<file path="src/hdl/dscu_pkg.sv">
// Shared constants and types for the DER signature encoding check.
package dscu_pkg;

  localparam int MaxSigBytes = 73;
  localparam int PosCapInt   = (MaxSigBytes + 1 > 127) ? 127 : MaxSigBytes + 1;
  localparam int PosW        = 7;

  localparam logic [PosW-1:0] PosCap     = PosW'(PosCapInt);
  localparam logic [PosW:0]   MaxSig     = (PosW + 1)'(MaxSigBytes);
  localparam logic [PosW:0]   MinSig     = (PosW + 1)'(9);
  localparam logic [7:0]      SeqTag     = 8'h30;
  localparam logic [7:0]      IntTag     = 8'h02;
  localparam logic [7:0]      MaxIntLen  = 8'd33;
  localparam int              SignBit    = 7;

  typedef struct packed {
    logic       header_tag_ok;
    logic [7:0] declared_length;
    logic       r_tag_ok;
    logic [7:0] r_length;
    logic [7:0] r_head0;
    logic [7:0] r_head1;
    logic       s_tag_ok;
    logic [7:0] s_length;
    logic [7:0] s_head0;
    logic [7:0] s_head1;
  } dscu_fields_t;

  typedef struct packed {
    logic            in_range;
    logic [PosW:0]   total;
  } dscu_status_t;

endpackage

</file>
<file path="src/hdl/dscu_capture.sv">
// Position counter and field capture registers for one signature.
module dscu_capture (
  input  logic                  clk,
  input  logic                  rst,
  input  logic                  advance,
  input  logic [7:0]            sig_byte,
  input  logic                  last_byte,
  output dscu_pkg::dscu_fields_t fields_next,
  output dscu_pkg::dscu_status_t status
);

  logic [dscu_pkg::PosW-1:0] byte_position;
  logic [dscu_pkg::PosW-1:0] byte_position_next;
  dscu_pkg::dscu_fields_t    fields;
  logic [8:0]                pos9;
  logic [8:0]                rl9;
  logic                      in_range;

  assign pos9     = {2'b00, byte_position};
  assign rl9      = {1'b0, fields.r_length};
  assign in_range = byte_position < dscu_pkg::PosCap;

  always_comb begin
    fields_next = fields;
    if (in_range) begin
      if (pos9 == 9'd0) fields_next.header_tag_ok = (sig_byte == dscu_pkg::SeqTag);
      if (pos9 == 9'd1) fields_next.declared_length = sig_byte;
      if (pos9 == 9'd2) fields_next.r_tag_ok = (sig_byte == dscu_pkg::IntTag);
      if (pos9 == 9'd3) fields_next.r_length = sig_byte;
      if (pos9 == 9'd4) fields_next.r_head0 = sig_byte;
      if (pos9 == 9'd5) fields_next.r_head1 = sig_byte;
      if (pos9 > 9'd3) begin
        if (pos9 == rl9 + 9'd4) fields_next.s_tag_ok = (sig_byte == dscu_pkg::IntTag);
        if (pos9 == rl9 + 9'd5) fields_next.s_length = sig_byte;
        if (pos9 == rl9 + 9'd6) fields_next.s_head0 = sig_byte;
        if (pos9 == rl9 + 9'd7) fields_next.s_head1 = sig_byte;
      end
    end
  end

  always_comb begin
    byte_position_next = byte_position;
    if (in_range) byte_position_next = byte_position + 1'b1;
  end

  assign status.in_range = in_range;
  assign status.total    = {1'b0, byte_position} + 1'b1;

  always_ff @(posedge clk) begin
    if (rst) begin
      byte_position <= '0;
      fields        <= '0;
    end else if (advance) begin
      if (last_byte) begin
        byte_position <= '0;
        fields        <= '0;
      end else begin
        byte_position <= byte_position_next;
        fields        <= fields_next;
      end
    end
  end

  a_pos_capped: assert property (@(posedge clk) disable iff (rst)
    byte_position <= dscu_pkg::PosCap)
    else $error("byte position above cap");

  a_clear_after_last: assert property (@(posedge clk) disable iff (rst)
    advance && last_byte |=> byte_position == '0 && fields == '0)
    else $error("state not cleared after last byte");

endmodule

</file>
<file path="src/hdl/dscu_verdict.sv">
// Strict DER rule evaluation over the captured fields.
module dscu_verdict (
  input  dscu_pkg::dscu_fields_t fields,
  input  dscu_pkg::dscu_status_t status,
  output logic                   ok
);

  logic [dscu_pkg::PosW:0] n;
  logic [9:0]              der;
  logic [9:0]              n10;
  logic [8:0]              r_end;
  logic                    len_ok;
  logic                    decl_ok;
  logic                    r_ok;
  logic                    s_ok;
  logic                    der_ok;
  logic                    sign_ok;
  logic                    pad_ok;

  assign n     = status.total;
  assign n10   = 10'(n);
  assign der   = 10'(fields.r_length) + 10'(fields.s_length) + 10'd6;
  assign r_end = 9'(fields.r_length) + 9'd5;

  assign len_ok  = status.in_range && n >= dscu_pkg::MinSig && n <= dscu_pkg::MaxSig;
  assign decl_ok = fields.header_tag_ok &&
                   (fields.declared_length == 8'(n - 2'd2) ||
                    fields.declared_length == 8'(n - 2'd3));
  assign r_ok    = fields.r_tag_ok && fields.r_length != 8'd0 &&
                   fields.r_length <= dscu_pkg::MaxIntLen && r_end < 9'(n);
  assign s_ok    = fields.s_tag_ok && fields.s_length != 8'd0 &&
                   fields.s_length <= dscu_pkg::MaxIntLen;
  assign der_ok  = der == n10 || der == n10 - 10'd1;
  assign sign_ok = !fields.r_head0[dscu_pkg::SignBit] && !fields.s_head0[dscu_pkg::SignBit];
  assign pad_ok  = !(fields.r_length > 8'd1 && fields.r_head0 == 8'd0 &&
                     !fields.r_head1[dscu_pkg::SignBit]) &&
                   !(fields.s_length > 8'd1 && fields.s_head0 == 8'd0 &&
                     !fields.s_head1[dscu_pkg::SignBit]);

  assign ok = len_ok && decl_ok && r_ok && s_ok && der_ok && sign_ok && pad_ok;

endmodule

</file>
<file path="src/hdl/der_signature_encoding_check_unit.sv">
// Streaming strict DER check of one ECDSA signature, one byte per transfer.
// Accepts one byte every clock cycle unless a last byte waits; the verdict for a
// signature reaches the result port through one input register and one result
// register. Only the last byte yields a result. A last byte waits in the input
// register only while an earlier verdict is still held unaccepted.
module der_signature_encoding_check_unit (
  input  logic       clk,
  input  logic       rst,
  input  logic       in_valid,
  output logic       in_ready,
  input  logic [7:0] sig_byte,
  input  logic       last_byte,
  output logic       out_valid,
  input  logic       out_ready,
  output logic       encoding_valid
);

  logic                   byte_valid;
  logic [7:0]             byte_hold;
  logic                   last_hold;
  logic                   advance;
  logic                   ok;
  dscu_pkg::dscu_fields_t fields_next;
  dscu_pkg::dscu_status_t status;

  assign advance  = byte_valid && (!last_hold || !out_valid || out_ready);
  assign in_ready = !byte_valid || advance;

  always_ff @(posedge clk) begin
    if (rst) begin
      byte_valid <= 1'b0;
    end else if (in_valid && in_ready) begin
      byte_valid <= 1'b1;
    end else if (advance) begin
      byte_valid <= 1'b0;
    end
  end

  always_ff @(posedge clk) begin
    if (in_valid && in_ready) begin
      byte_hold <= sig_byte;
      last_hold <= last_byte;
    end
  end

  dscu_capture u_capture (
    .clk         (clk),
    .rst         (rst),
    .advance     (advance),
    .sig_byte    (byte_hold),
    .last_byte   (last_hold),
    .fields_next (fields_next),
    .status      (status)
  );

  dscu_verdict u_verdict (
    .fields (fields_next),
    .status (status),
    .ok     (ok)
  );

  always_ff @(posedge clk) begin
    if (rst) begin
      out_valid <= 1'b0;
    end else if (advance && last_hold) begin
      out_valid <= 1'b1;
    end else if (out_ready) begin
      out_valid <= 1'b0;
    end
  end

  always_ff @(posedge clk) begin
    if (advance && last_hold) encoding_valid <= ok;
  end

  a_last_gives_result: assert property (@(posedge clk) disable iff (rst)
    advance && last_hold |=> out_valid)
    else $error("last byte produced no result");

  a_empty_takes_input: assert property (@(posedge clk) disable iff (rst)
    !byte_valid |-> in_ready)
    else $error("empty input register refused a byte");

  a_no_overwrite: assert property (@(posedge clk) disable iff (rst)
    out_valid && !out_ready |-> !(advance && last_hold))
    else $error("pending result overwritten");

endmodule

</file>
<file path="config.mk">
export PLATFORM = sky130hd
export DESIGN_NAME = der_signature_encoding_check_unit
export DESIGN_NICKNAME = d
export VERILOG_FILES = /design/src/hdl/dscu_pkg.sv /design/src/hdl/dscu_capture.sv /design/src/hdl/dscu_verdict.sv /design/src/hdl/der_signature_encoding_check_unit.sv
export SDC_FILE = /design/constraint.sdc
export NUM_CORES = 1
export LEC_CHECK = 0
export BUFFER_PORTS_ARGS = -buffer_cell sky130_fd_sc_hd__buf_2
export CAP_MARGIN = 20
export CORE_UTILIZATION = 40
export CTS_BUF_LIST = sky130_fd_sc_hd__clkbuf_16
export DETAILED_ROUTE_END_ITERATION = 8
export PLACE_DENSITY = 0.6
export SYNTH_ARGS = -nofsm -noshare
export SYNTH_HDL_FRONTEND = slang
export SYNTH_SLANG_ARGS = --single-unit
</file>
<file path="constraint.sdc">
create_clock -name clk -period 6.65 [get_ports clk]
set_input_delay 0 -clock clk [delete_from_list [all_inputs] [get_ports clk]]
set_output_delay 0 -clock clk [all_outputs]
set_load 0.02 [all_outputs]
</file>
==> impl_summary.log, run 1 <==
[metrics] mean number of vias per cell: 5.849
[metrics] path type of the worst min-delay path: input pin to flip-flop
[metrics] worst path arrival time: 5.87 ns
[metrics] DRC errors left: 0
[metrics] cell family with most CP delay: simple AND/OR/NAND/NOR gates
[metrics] number of placement rows: 42
[metrics] clk buf depth: 2
[metrics] antenna fix cells: 0
[metrics] number of global-route vias before repair: 4577
[metrics] unrepaired setup endpoints after global routing: no
[metrics] number of nets with antenna violations after detailed routing: 0
[metrics] min cycle time layout: 5.702 ns
[metrics] layout cell share with drive strength beyond 1: 0.1235
[metrics] number of enable flip-flop cells after synthesis: 10
[metrics] beginning of the critical path: u_capture.fields[43]
[metrics] final net count: 708
[metrics] Reg-to-Reg Start: u_capture.fields[43]
[metrics] LEAKAGE: 0.002416 uW
[metrics] global placer's final weighted congestion: 0.9366
[metrics] first-pass iteration count of the detailed router: 5
[metrics] most frequently used flop master after synthesis: sky130_fd_sc_hd__dfxtp_1
[metrics] total half-perimeter wirelength after legalization and detailed placement: 11630 um
[metrics] clock root cell: sky130_fd_sc_hd__clkbuf_16
[metrics] initial standard-cell utilization of the core: 0.4141
[metrics] kind of end point of the critical path: flip-flop
[metrics] TritonCTS clock tree: built
[metrics] average footprint of a synthesized cell: 8.485 um2
[metrics] critical path's slowest cell: sky130_fd_sc_hd__or4_1
[metrics] post-detailed-route wirelength per cell: 18.45 um
[metrics] Syn-to-layout area delta: 10.03%
[metrics] post-route clock period utilization: 0.8575
[metrics] Hold Crit Depth: 2
[metrics] total overflow reported by the global router: 0
[metrics] critical path required time: 6.82 ns
[metrics] critical path cell sequence: inv_1 -> ha_1 -> a21oi_2 -> mux2i_1 -> mux2i_1 -> a22oi_1 -> or4_1 -> mux2_4 -> ha_1 -> inv_1 -> fa_1 -> nor2b_1 -> o31ai_1 -> xnor2_1 -> nand3b_1 -> o311a_1 -> nor4b_2 -> o2111ai_1 -> a311oi_2
[metrics] Die X-Extent: 119.8 um
[metrics] antenna violations before repair: 1
[metrics] largest vdd supply drop: 0.2340 mV
[metrics] Core Footprint: 13400 um2
[metrics] element type at the critical path start: flip-flop
[metrics] FF+latch count, synth: 64
[metrics] Vias: 4913
[metrics] worst r2r path cells: 19
[metrics] CP Max Fanout: 10
[metrics] Buffers on Ports: 15
[metrics] number of different library cells in the post-synthesis netlist: 83
[metrics] post-synth design cell area: 5549 um2
[metrics] most common cell after layout, fill and taps aside: sky130_fd_sc_hd__nor2_1
[metrics] end-of-flow core utilization: 0.4556
[metrics] post-route clock skew: 0.01099 ns
[metrics] worst skew pair latency: 0.34 ns
[metrics] Net Count, Synth: 703
[metrics] yosys synthesis warning count: 0
[metrics] number of setup violations in the final report: 0
[metrics] Achievable Freq: 175.4 MHz
[metrics] number of buffer and inverter stages on the critical path: 2
[metrics] y dimension of the die: 119.8 um
[metrics] H-tree depth: 3
[metrics] number of max-cap violations: 0
[metrics] depth of the critical timing path with buffers and inverters included: 19
[metrics] overall global routing resource usage: 0.2247
[metrics] drt total wl: 15500 um
[metrics] Worst Setup Path Type: flip-flop to flip-flop
[metrics] result of the run: finished, final reports clean
[metrics] commonest cells after routing, fill and taps aside: sky130_fd_sc_hd__nor2_1 (95), sky130_fd_sc_hd__dfxtp_1 (54), sky130_fd_sc_hd__a22oi_1 (46), sky130_fd_sc_hd__xnor2_1 (35), sky130_fd_sc_hd__ha_1 (35)
[metrics] number of hold-slack violations in the final timing report: 0
[metrics] setup slack on the worst flop-to-flop path: 0.95 ns
[metrics] number of violations reported at the end of detailed-routing iteration 0: 431
[metrics] worst slew pin tran: 1.076 ns
[metrics] Power per Cell Area: 163.0 nW/um2
[metrics] largest net degree at the start of global routing: 55
[metrics] tightest slew margin relative to the limit: 0.2827
[metrics] post-synthesis sequential area ratio: 0.2489
[metrics] first-pass GRT wire length: 24820 um
[metrics] post-synthesis cell count: 654
[metrics] TritonCTS sink count: 64
[metrics] Die Outline Area: 14350 um2
[metrics] number of primary I/O pins: 16
[metrics] post-synthesis async set-or-reset flop share: 0
[metrics] count of pins over their slew limit: 0
[metrics] post-layout total power: 995.1 uW
[metrics] register clock-pin slew on the reported worst setup and hold paths: 0.06 ns
[metrics] largest incremental delay on the critical path: 0.83 ns
[metrics] clock buffers created by TritonCTS: 9
[metrics] setup TNS: 0 ns
[metrics] launch instance of the worst min-delay path: rst
## timing repair
item | 4_1_cts | 5_1_grt
buffers inserted | 0 | 0
hold buffers | 11 | 0
gates resized for setup | 0 | 0
endpoints found under the hold margin | 11 | 0
## registers in the layout, summed over array words and instances, names as in the netlist
signal and cells:
byte_valid 1, byte_hold 8, u_capture.fields 45, u_capture.byte_position 7, out_valid 1, encoding_valid 1
last_hold 1
## per-layer routing
metal | track usage | routed length [um]
met1 | 0.3112 | 7326
met2 | 0.3421 | 6973
met3 | 0.04087 | 793
met4 | 0.09141 | 409
met5 | 0 | 0
## worst register-to-register path, delay by kind of cell, from the launching register on
family / cells / cell delay, ns
compound gates: 6 / 1.36
xor+xnor: 1 / 0.39
fa+ha+maj: 3 / 0.92
buf+inv: 2 / 0.27
flops: 1 / 0.48
mux: 3 / 0.59
simple gates: 4 / 1.55
## worst paths after layout
kind | to
setup / recovery | encoding_valid
hold / removal | u_capture.fields[57]
setup reg to reg | encoding_valid
hold reg to reg | u_capture.fields[49]
## through the flow
step / area [um2] / instances / hold WS [ns] / setup WS (ns)
3_3_place_gp: 5660 / 812 / 0.1765 / 1.242
3_5_place_dp: 5660 / 812 / 0.1781 / 1.004
2_1_floorplan: 5549 / 654 / 0.09887 / 1.855
6_report: 6106 / 840 / 0.3488 / 0.9475
5_1_grt: 6106 / 840 / 0.3669 / 0.5486
4_1_cts: 6098 / 839 / 0.3320 / 0.9658
## cells in the mapped netlist (all sizes together) (4+ instances only)
master	n	area, um2
xnor2	40	399.1
ha	35	437.9
xor2	22	192.7
nor2	96	362.8
nand3b	6	45.04
nor2b	14	87.58
inv	21	78.83
nand4	6	37.54
o31ai	4	30.03
nand2	32	120.1
a21o	6	45.04
nand2b	5	31.28
clkbuf	16	60.06
or4	4	30.03
mux2i	24	252.7
o21ai	13	65.06
mux2	17	202.7
nor3	16	91.34
nor4	14	106.4
nand3	24	160.2
nor3b	5	42.54
edfxtp	10	300.3
o21a	4	30.03
dfxtp	54	1081
buf	19	138.9
a211oi	4	30.03
a22oi	46	345.3
a31oi	9	62.56
and3	6	42.54
o211ai	4	30.03
a21oi	24	123.9
and2	7	43.79
## cells by family (layout without fill, tap and decap cells)
logic type / count (synthesis) / count (layout) / synth area share
fa+ha+maj: 36 / 36 / 0.08253
flops: 64 / 64 / 0.2489
buf+inv: 56 / 66 / 0.05006
mux: 41 / 41 / 0.08207
simple gates: 243 / 243 / 0.2289
xor+xnor: 62 / 62 / 0.1067
compound gates: 152 / 152 / 0.2009
## report_power, final
part	switching [uW]	internal (uW)	total, uW
logic	38.3	22.3	60.6
clock network	193	332	525
registers	11.0	398	409
total	243	752	995
## cell type report
type	instances	area [um2]
Fill cell	1285	7295
Inverter	21	78.83
Clock buffer	9	225.2
Timing Repair Buffer	29	207.7
Tap cell	176	220.2
Sequential cell	64	1381
Clock inverter	7	102.6
Multi-Input combinational cell	534	3890
Note: power is estimated with default switching activity, not from simulation.
==> inputs of run 2 (changes only) <==
- CORE_MARGIN: not set -> 2
==> impl_summary.log, run 2 (synthesis gave the netlist of run 1 again) <==
[metrics] result of the run: finished, final reports clean
[metrics] element type at the critical path start: flip-flop
[metrics] number of violations reported at the end of detailed-routing iteration 0: 443
[metrics] number of max-cap violations: 0
[metrics] Vias: 4941
[metrics] H-tree depth: 3
[metrics] number of setup violations in the final report: 0
[metrics] clock buffers created by TritonCTS: 9
[metrics] final net count: 707
[metrics] first-pass GRT wire length: 24880 um
[metrics] met1 routed wirelength after detailed routing: 7335 um
[metrics] number of buffer and inverter stages on the critical path: 2
[metrics] clk buf depth: 2
[metrics] count of pins over their slew limit: 0
[metrics] number of hold-slack violations in the final timing report: 0
[metrics] setup slack on the worst flop-to-flop path: 0.98 ns
[metrics] largest net degree at the start of global routing: 55
[metrics] kind of end point of the critical path: flip-flop
[metrics] Hold Crit Depth: 2
[metrics] launch instance of the worst min-delay path: rst
[metrics] Achievable Freq: 176.5 MHz
[metrics] post-detailed-route wirelength per cell: 18.47 um
[metrics] tightest slew margin relative to the limit: 0.2579
[metrics] Filler Cells Inserted: 1362
[metrics] Worst Setup Path Type: flip-flop to flip-flop
[metrics] number of global-route vias before repair: 4723
[metrics] max FFs per register: 45
[metrics] Power per Cell Area: 166.3 nW/um2
[metrics] Reg-to-Reg Start: u_capture.fields[43]
[metrics] critical path's slowest cell: sky130_fd_sc_hd__or4_1
[metrics] total half-perimeter wirelength after legalization and detailed placement: 11780 um
[metrics] Core Footprint: 13720 um2
[metrics] worst slew pin tran: 1.110 ns
[metrics] DRC errors left: 0
[metrics] total overflow reported by the global router: 0
[metrics] Buffers on Ports: 15
[metrics] largest incremental delay on the critical path: 0.84 ns
[metrics] Regs by FF count: u_capture.fields x45, byte_hold x8, u_capture.byte_position x7
[metrics] number of buffers added for setup after CTS: 0
[metrics] clock root cell: sky130_fd_sc_hd__clkbuf_16
[metrics] # resized after CTS: 0
[metrics] commonest cells after routing, fill and taps aside: sky130_fd_sc_hd__nor2_1 (95), sky130_fd_sc_hd__dfxtp_1 (54), sky130_fd_sc_hd__a22oi_1 (46), sky130_fd_sc_hd__xnor2_1 (35), sky130_fd_sc_hd__ha_1 (35)
[metrics] number of primary I/O pins: 16
[metrics] worst path arrival time: 5.84 ns
[metrics] CP Max Fanout: 10
[metrics] wire length on met3: 662 um
[metrics] largest vdd supply drop: 0.1332 mV
[metrics] Die X-Extent: 121.8 um
[metrics] post-route clock skew: 0.007571 ns
[metrics] overall global routing resource usage: 0.2132
[metrics] worst skew pair latency: 0.34 ns
[metrics] drt total wl: 15570 um
[metrics] TritonCTS sink count: 64
[metrics] unrepaired setup endpoints after global routing: no
[metrics] end-of-flow core utilization: 0.4461
[metrics] mean number of vias per cell: 5.861
[metrics] layout cell share with drive strength beyond 1: 0.1207
[metrics] register clock-pin slew on the reported worst setup and hold paths: 0.06 ns
[metrics] antenna fix cells: 0
[metrics] path type of the worst min-delay path: input pin to flip-flop
[metrics] FF-to-FF End: encoding_valid
[metrics] worst r2r path cells: 19
[metrics] initial standard-cell utilization of the core: 0.4045
[metrics] Die Outline Area: 14830 um2
[metrics] critical path cell sequence: inv_1 -> ha_1 -> a21oi_2 -> mux2i_1 -> mux2i_1 -> a22oi_1 -> or4_1 -> mux2_4 -> ha_1 -> inv_1 -> fa_1 -> nor2b_1 -> o31ai_1 -> xnor2_1 -> nand3b_1 -> o311a_1 -> nor4b_2 -> o2111ai_1 -> a311oi_2
[metrics] setup TNS: 0 ns
[metrics] antenna violations before repair: 0
[metrics] y dimension of the die: 121.8 um
[metrics] LEAKAGE: 0.002420 uW
[metrics] most common cell after layout, fill and taps aside: sky130_fd_sc_hd__nor2_1
[metrics] number of nets with antenna violations after detailed routing: 0
[metrics] end point of the most critical hold path: u_capture.fields[7]
[metrics] min cycle time layout: 5.666 ns
[metrics] cell family with most CP delay: simple AND/OR/NAND/NOR gates
[metrics] Syn-to-layout area delta: 10.28%
[metrics] first-pass iteration count of the detailed router: 5
[metrics] highest signal layer in the routed design: met4
[metrics] post-route clock period utilization: 0.8521
[metrics] met2 layer wire length in the routed design: 7359 um
[metrics] critical path required time: 6.82 ns
[metrics] TritonCTS clock tree: built
[metrics] global placer's final weighted congestion: 0.8778
[metrics] Most flops, register: u_capture.fields
[metrics] number of placement rows: 43
==> run 2: worst max-delay path by stage <==
| stage | from | endpoint | slack (ns) | cells after the start |
|---|---|---|---|---|
| 2_1_floorplan | u_capture.fields[43] | encoding_valid | 1.86 | 20 |
| 3_5_place_dp | u_capture.fields[43] | encoding_valid | 1.04 | 19 |
| 6_report | u_capture.fields[43] | encoding_valid | 0.98 | 19 |
| 4_1_cts | u_capture.fields[43] | encoding_valid | 1.01 | 19 |
| 5_1_grt | u_capture.fields[43] | encoding_valid | 0.66 | 19 |
| 3_3_place_gp | u_capture.byte_position[0] | encoding_valid | 1.28 | 16 |
==> run 2: cell type report <==
type,instances,area [um2],area share
timing repair buffer,28,200.2,0.03271
sequential,64,1381,0.2257
tap,180,225.2,0.03680
clock buffer,9,225.2,0.03680
inverter,21,78.83,0.01288
clock inverter,7,118.9,0.01942
multi-input combinational,534,3890,0.6357
==> run 2: power by group <==
group,total (uW),internal (uW),switching [uW]
sequential,409,398,10.7
clock,549,367,183
combinational,60.0,21.5,38.5
==> run 2: per-stage QoR <==
step                      power (uW)  area, um2  setup WS, ns  cells  hold WS [ns]
after global routing            1043       6120        0.6597    843        0.3799
after CTS                       1023       6120         1.009    843        0.3427
final                           1018       6120        0.9835    843        0.3586
after floorplan                452.4       5549         1.855    654       0.09887
after detailed placement       470.8       5665         1.044    816        0.1781
after global placement         470.1       5665         1.277    816        0.1772
==> run 2: metal layers <==
metal	global-route usage	vias to the layer above
met2	0.3506	128
met5	0	-
met4	0.05963	0
met1	0.2918	2386
li1	-	2409
met3	0.02996	18
==> run 2: repair_timing <==
action | in CTS | in global routing
endpoints found under the hold margin | 11 | 0
hold buffers | 11 | 0
setup endpoints to repair | 0 | 0
==> inputs of run 3 (changes only) <==
- PLACE_DENSITY: 0.6 -> 0.62
- clock period: 6.65 -> 5.2 ns (I/O delays scaled with it)
==> impl_summary.log, run 3 (synthesis gave the netlist of run 1 again) <==
[metrics] Die X-Extent: 121.8 um
[metrics] path type of the worst min-delay path: input pin to flip-flop
[metrics] post-route clock skew: 0.007966 ns
[metrics] Vias: 5108
[metrics] kind of end point of the critical path: flip-flop
[metrics] antenna violations before repair: 0
[metrics] post-placement cell count: 835
[metrics] CP Max Fanout: 9
[metrics] first-pass GRT wire length: 26270 um
[metrics] overall global routing resource usage: 0.2249
[metrics] clk buf depth: 2
[metrics] most common cell after layout, fill and taps aside: sky130_fd_sc_hd__nor2_1
[metrics] Die Outline Area: 14830 um2
[metrics] number of violations reported at the end of detailed-routing iteration 0: 429
[metrics] global placer's final weighted congestion: 0.8892
[metrics] layout cell share with drive strength beyond 1: 0.1552
[metrics] total overflow reported by the global router: 0
[metrics] pre-CTS WS: -0.003179 ns
[metrics] Filler Cells Inserted: 1393
[metrics] worst slew pin tran: 1.034 ns
[metrics] worst skew pair latency: 0.34 ns
[metrics] register clock-pin slew on the reported worst setup and hold paths: 0.06 ns
[metrics] critical path required time: 5.37 ns
[metrics] commonest cells after routing, fill and taps aside: sky130_fd_sc_hd__nor2_1 (95), sky130_fd_sc_hd__dfxtp_1 (52), sky130_fd_sc_hd__a22oi_1 (46), sky130_fd_sc_hd__xnor2_1 (35), sky130_fd_sc_hd__ha_1 (35)
[metrics] Most flops, register: u_capture.fields
[metrics] total half-perimeter wirelength after legalization and detailed placement: 11880 um
[metrics] initial standard-cell utilization of the core: 0.4045
[metrics] Core Footprint: 13720 um2
[metrics] Syn-to-layout area delta: 13.39%
[metrics] TritonCTS clock tree: built
[metrics] Achievable Freq: 201.2 MHz
[metrics] antenna fix cells: 0
[metrics] final net count: 727
[metrics] worst path arrival time: 5.14 ns
[metrics] mean number of vias per cell: 5.919
[metrics] largest vdd supply drop: 0.1968 mV
[metrics] Buffers on Ports: 15
[metrics] number of max-cap violations: 0
[metrics] TritonCTS sink count: 64
[metrics] max FFs per register: 45
[metrics] post-route clock period utilization: 0.9557
[metrics] H-tree depth: 3
[metrics] post-layout total power: 1217 uW
[metrics] critical path's slowest cell: sky130_fd_sc_hd__or4_4
[metrics] number of global-route vias before repair: 5079
[metrics] LEAKAGE: 0.002507 uW
[metrics] Worst Setup Path Type: flip-flop to flip-flop
[metrics] largest incremental delay on the critical path: 0.58 ns
[metrics] setup slack of the critical path after layout: 0.2305 ns
[metrics] number of hold-slack violations in the final timing report: 0
[metrics] number of setup violations in the final report: 0
[metrics] final design area excluding fillers: 6292 um2
[metrics] post-detailed-route wirelength per cell: 18.59 um
[metrics] DRC errors left: 0
[metrics] number of placement rows: 43
[metrics] y dimension of the die: 121.8 um
[metrics] Power per Cell Area: 193.4 nW/um2
[metrics] drt total wl: 16040 um
[metrics] post-route insts no fill: 863
[metrics] element type at the critical path start: flip-flop
[metrics] number of primary I/O pins: 16
[metrics] first-pass iteration count of the detailed router: 5
[metrics] number of nets with antenna violations after detailed routing: 0
[metrics] count of pins over their slew limit: 0
[metrics] Regs by FF count: u_capture.fields x45, byte_hold x8, u_capture.byte_position x7
[metrics] clock root cell: sky130_fd_sc_hd__clkbuf_16
[metrics] unrepaired setup endpoints after global routing: no
[metrics] placed cell areas: 5808 um2
[metrics] largest net degree at the start of global routing: 55
[metrics] hold_ws: 0.3312 ns
[metrics] clock buffers created by TritonCTS: 9
[metrics] number of buffers added for setup after CTS: 0
[metrics] tightest slew margin relative to the limit: 0.3110
[metrics] result of the run: finished, final reports clean
[metrics] critical path cell sequence: inv_1 -> ha_1 -> a21oi_4 -> mux2i_1 -> mux2i_1 -> a22oi_1 -> or4_4 -> buf_4 -> mux2_2 -> ha_1 -> or2_2 -> o311a_1 -> o31a_1 -> nor4_4 -> nand2_1 -> mux2i_2 -> and3_1 -> o2111ai_1 -> a311oi_2
[metrics] min cycle time layout: 4.970 ns
run 3: cell count changes in the layout (fill, tap and decap cells not counted), sizes merged:
cell      before  now
bufinv         3    1
clkinvlp       1    2
clkinv         2    3
buf           17   37
run 3: path summary, 6_finish.rpt:
check | from | endpoint | slack [ns] | depth (start not counted)
hold reg to reg | u_capture.fields[32] | u_capture.fields[32] | 0.50 | 2
setup reg to reg | u_capture.fields[43] | encoding_valid | 0.23 | 19
setup / recovery | u_capture.fields[43] | encoding_valid | 0.23 | 19
hold / removal | rst | u_capture.fields[48] | 0.33 | 2
run 3: per-stage QoR:
step            TNS (ns)    util
3_3_place_gp           0  0.4233
4_1_cts                0  0.4534
5_1_grt                0  0.4586
6_report               0  0.4586
2_1_floorplan          0       -
3_5_place_dp   -0.003179  0.4233
run 3: area by class of cell:
cell class / instances / area (um2) / share of cell area
clock inverters: 7 / 71.32 / 0.01133
repair buffers: 48 / 370.4 / 0.05886
flip-flops and latches: 64 / 1384 / 0.2199
clock buffers: 9 / 225.2 / 0.03579
multi-input cells: 534 / 3938 / 0.6258
well taps: 180 / 225.2 / 0.03579
inverters: 21 / 78.83 / 0.01253
run 3: critical path, delay by kind of cell, from the launching register on:
family	cells	cell delay (ns)
flops	1	0.36
mux	4	0.84
buf+inv	2	0.30
simple gates	5	1.56
fa+ha+maj	2	0.59
compound gates	6	1.16
run 3: what timing repair did:
item,in CTS,in global routing
pin swaps,0,1
gates resized for setup,1,8
hold buffers,11,0
cloned,0,0
endpoints found under the setup margin,1,1
endpoints found under the hold margin,11,0
run 3: where the power goes:
part / leakage, uW / total [uW] / internal (uW) / switching, uW
Combinational: 0.00183 / 83.0 / 30.8 / 52.2
Clock: 0.000139 / 612 / 371 / 241
Sequential: 0.000536 / 522 / 509 / 13.3
run 3: layer usage:
metal	vias to the layer above	global-route usage	share of wire
met3	43	0.03886	0.057
met5	-	0	0
met4	0	0.1099	0.039
met2	172	0.3568	0.46
met1	2451	0.2951	0.44
li1	2442	-	-
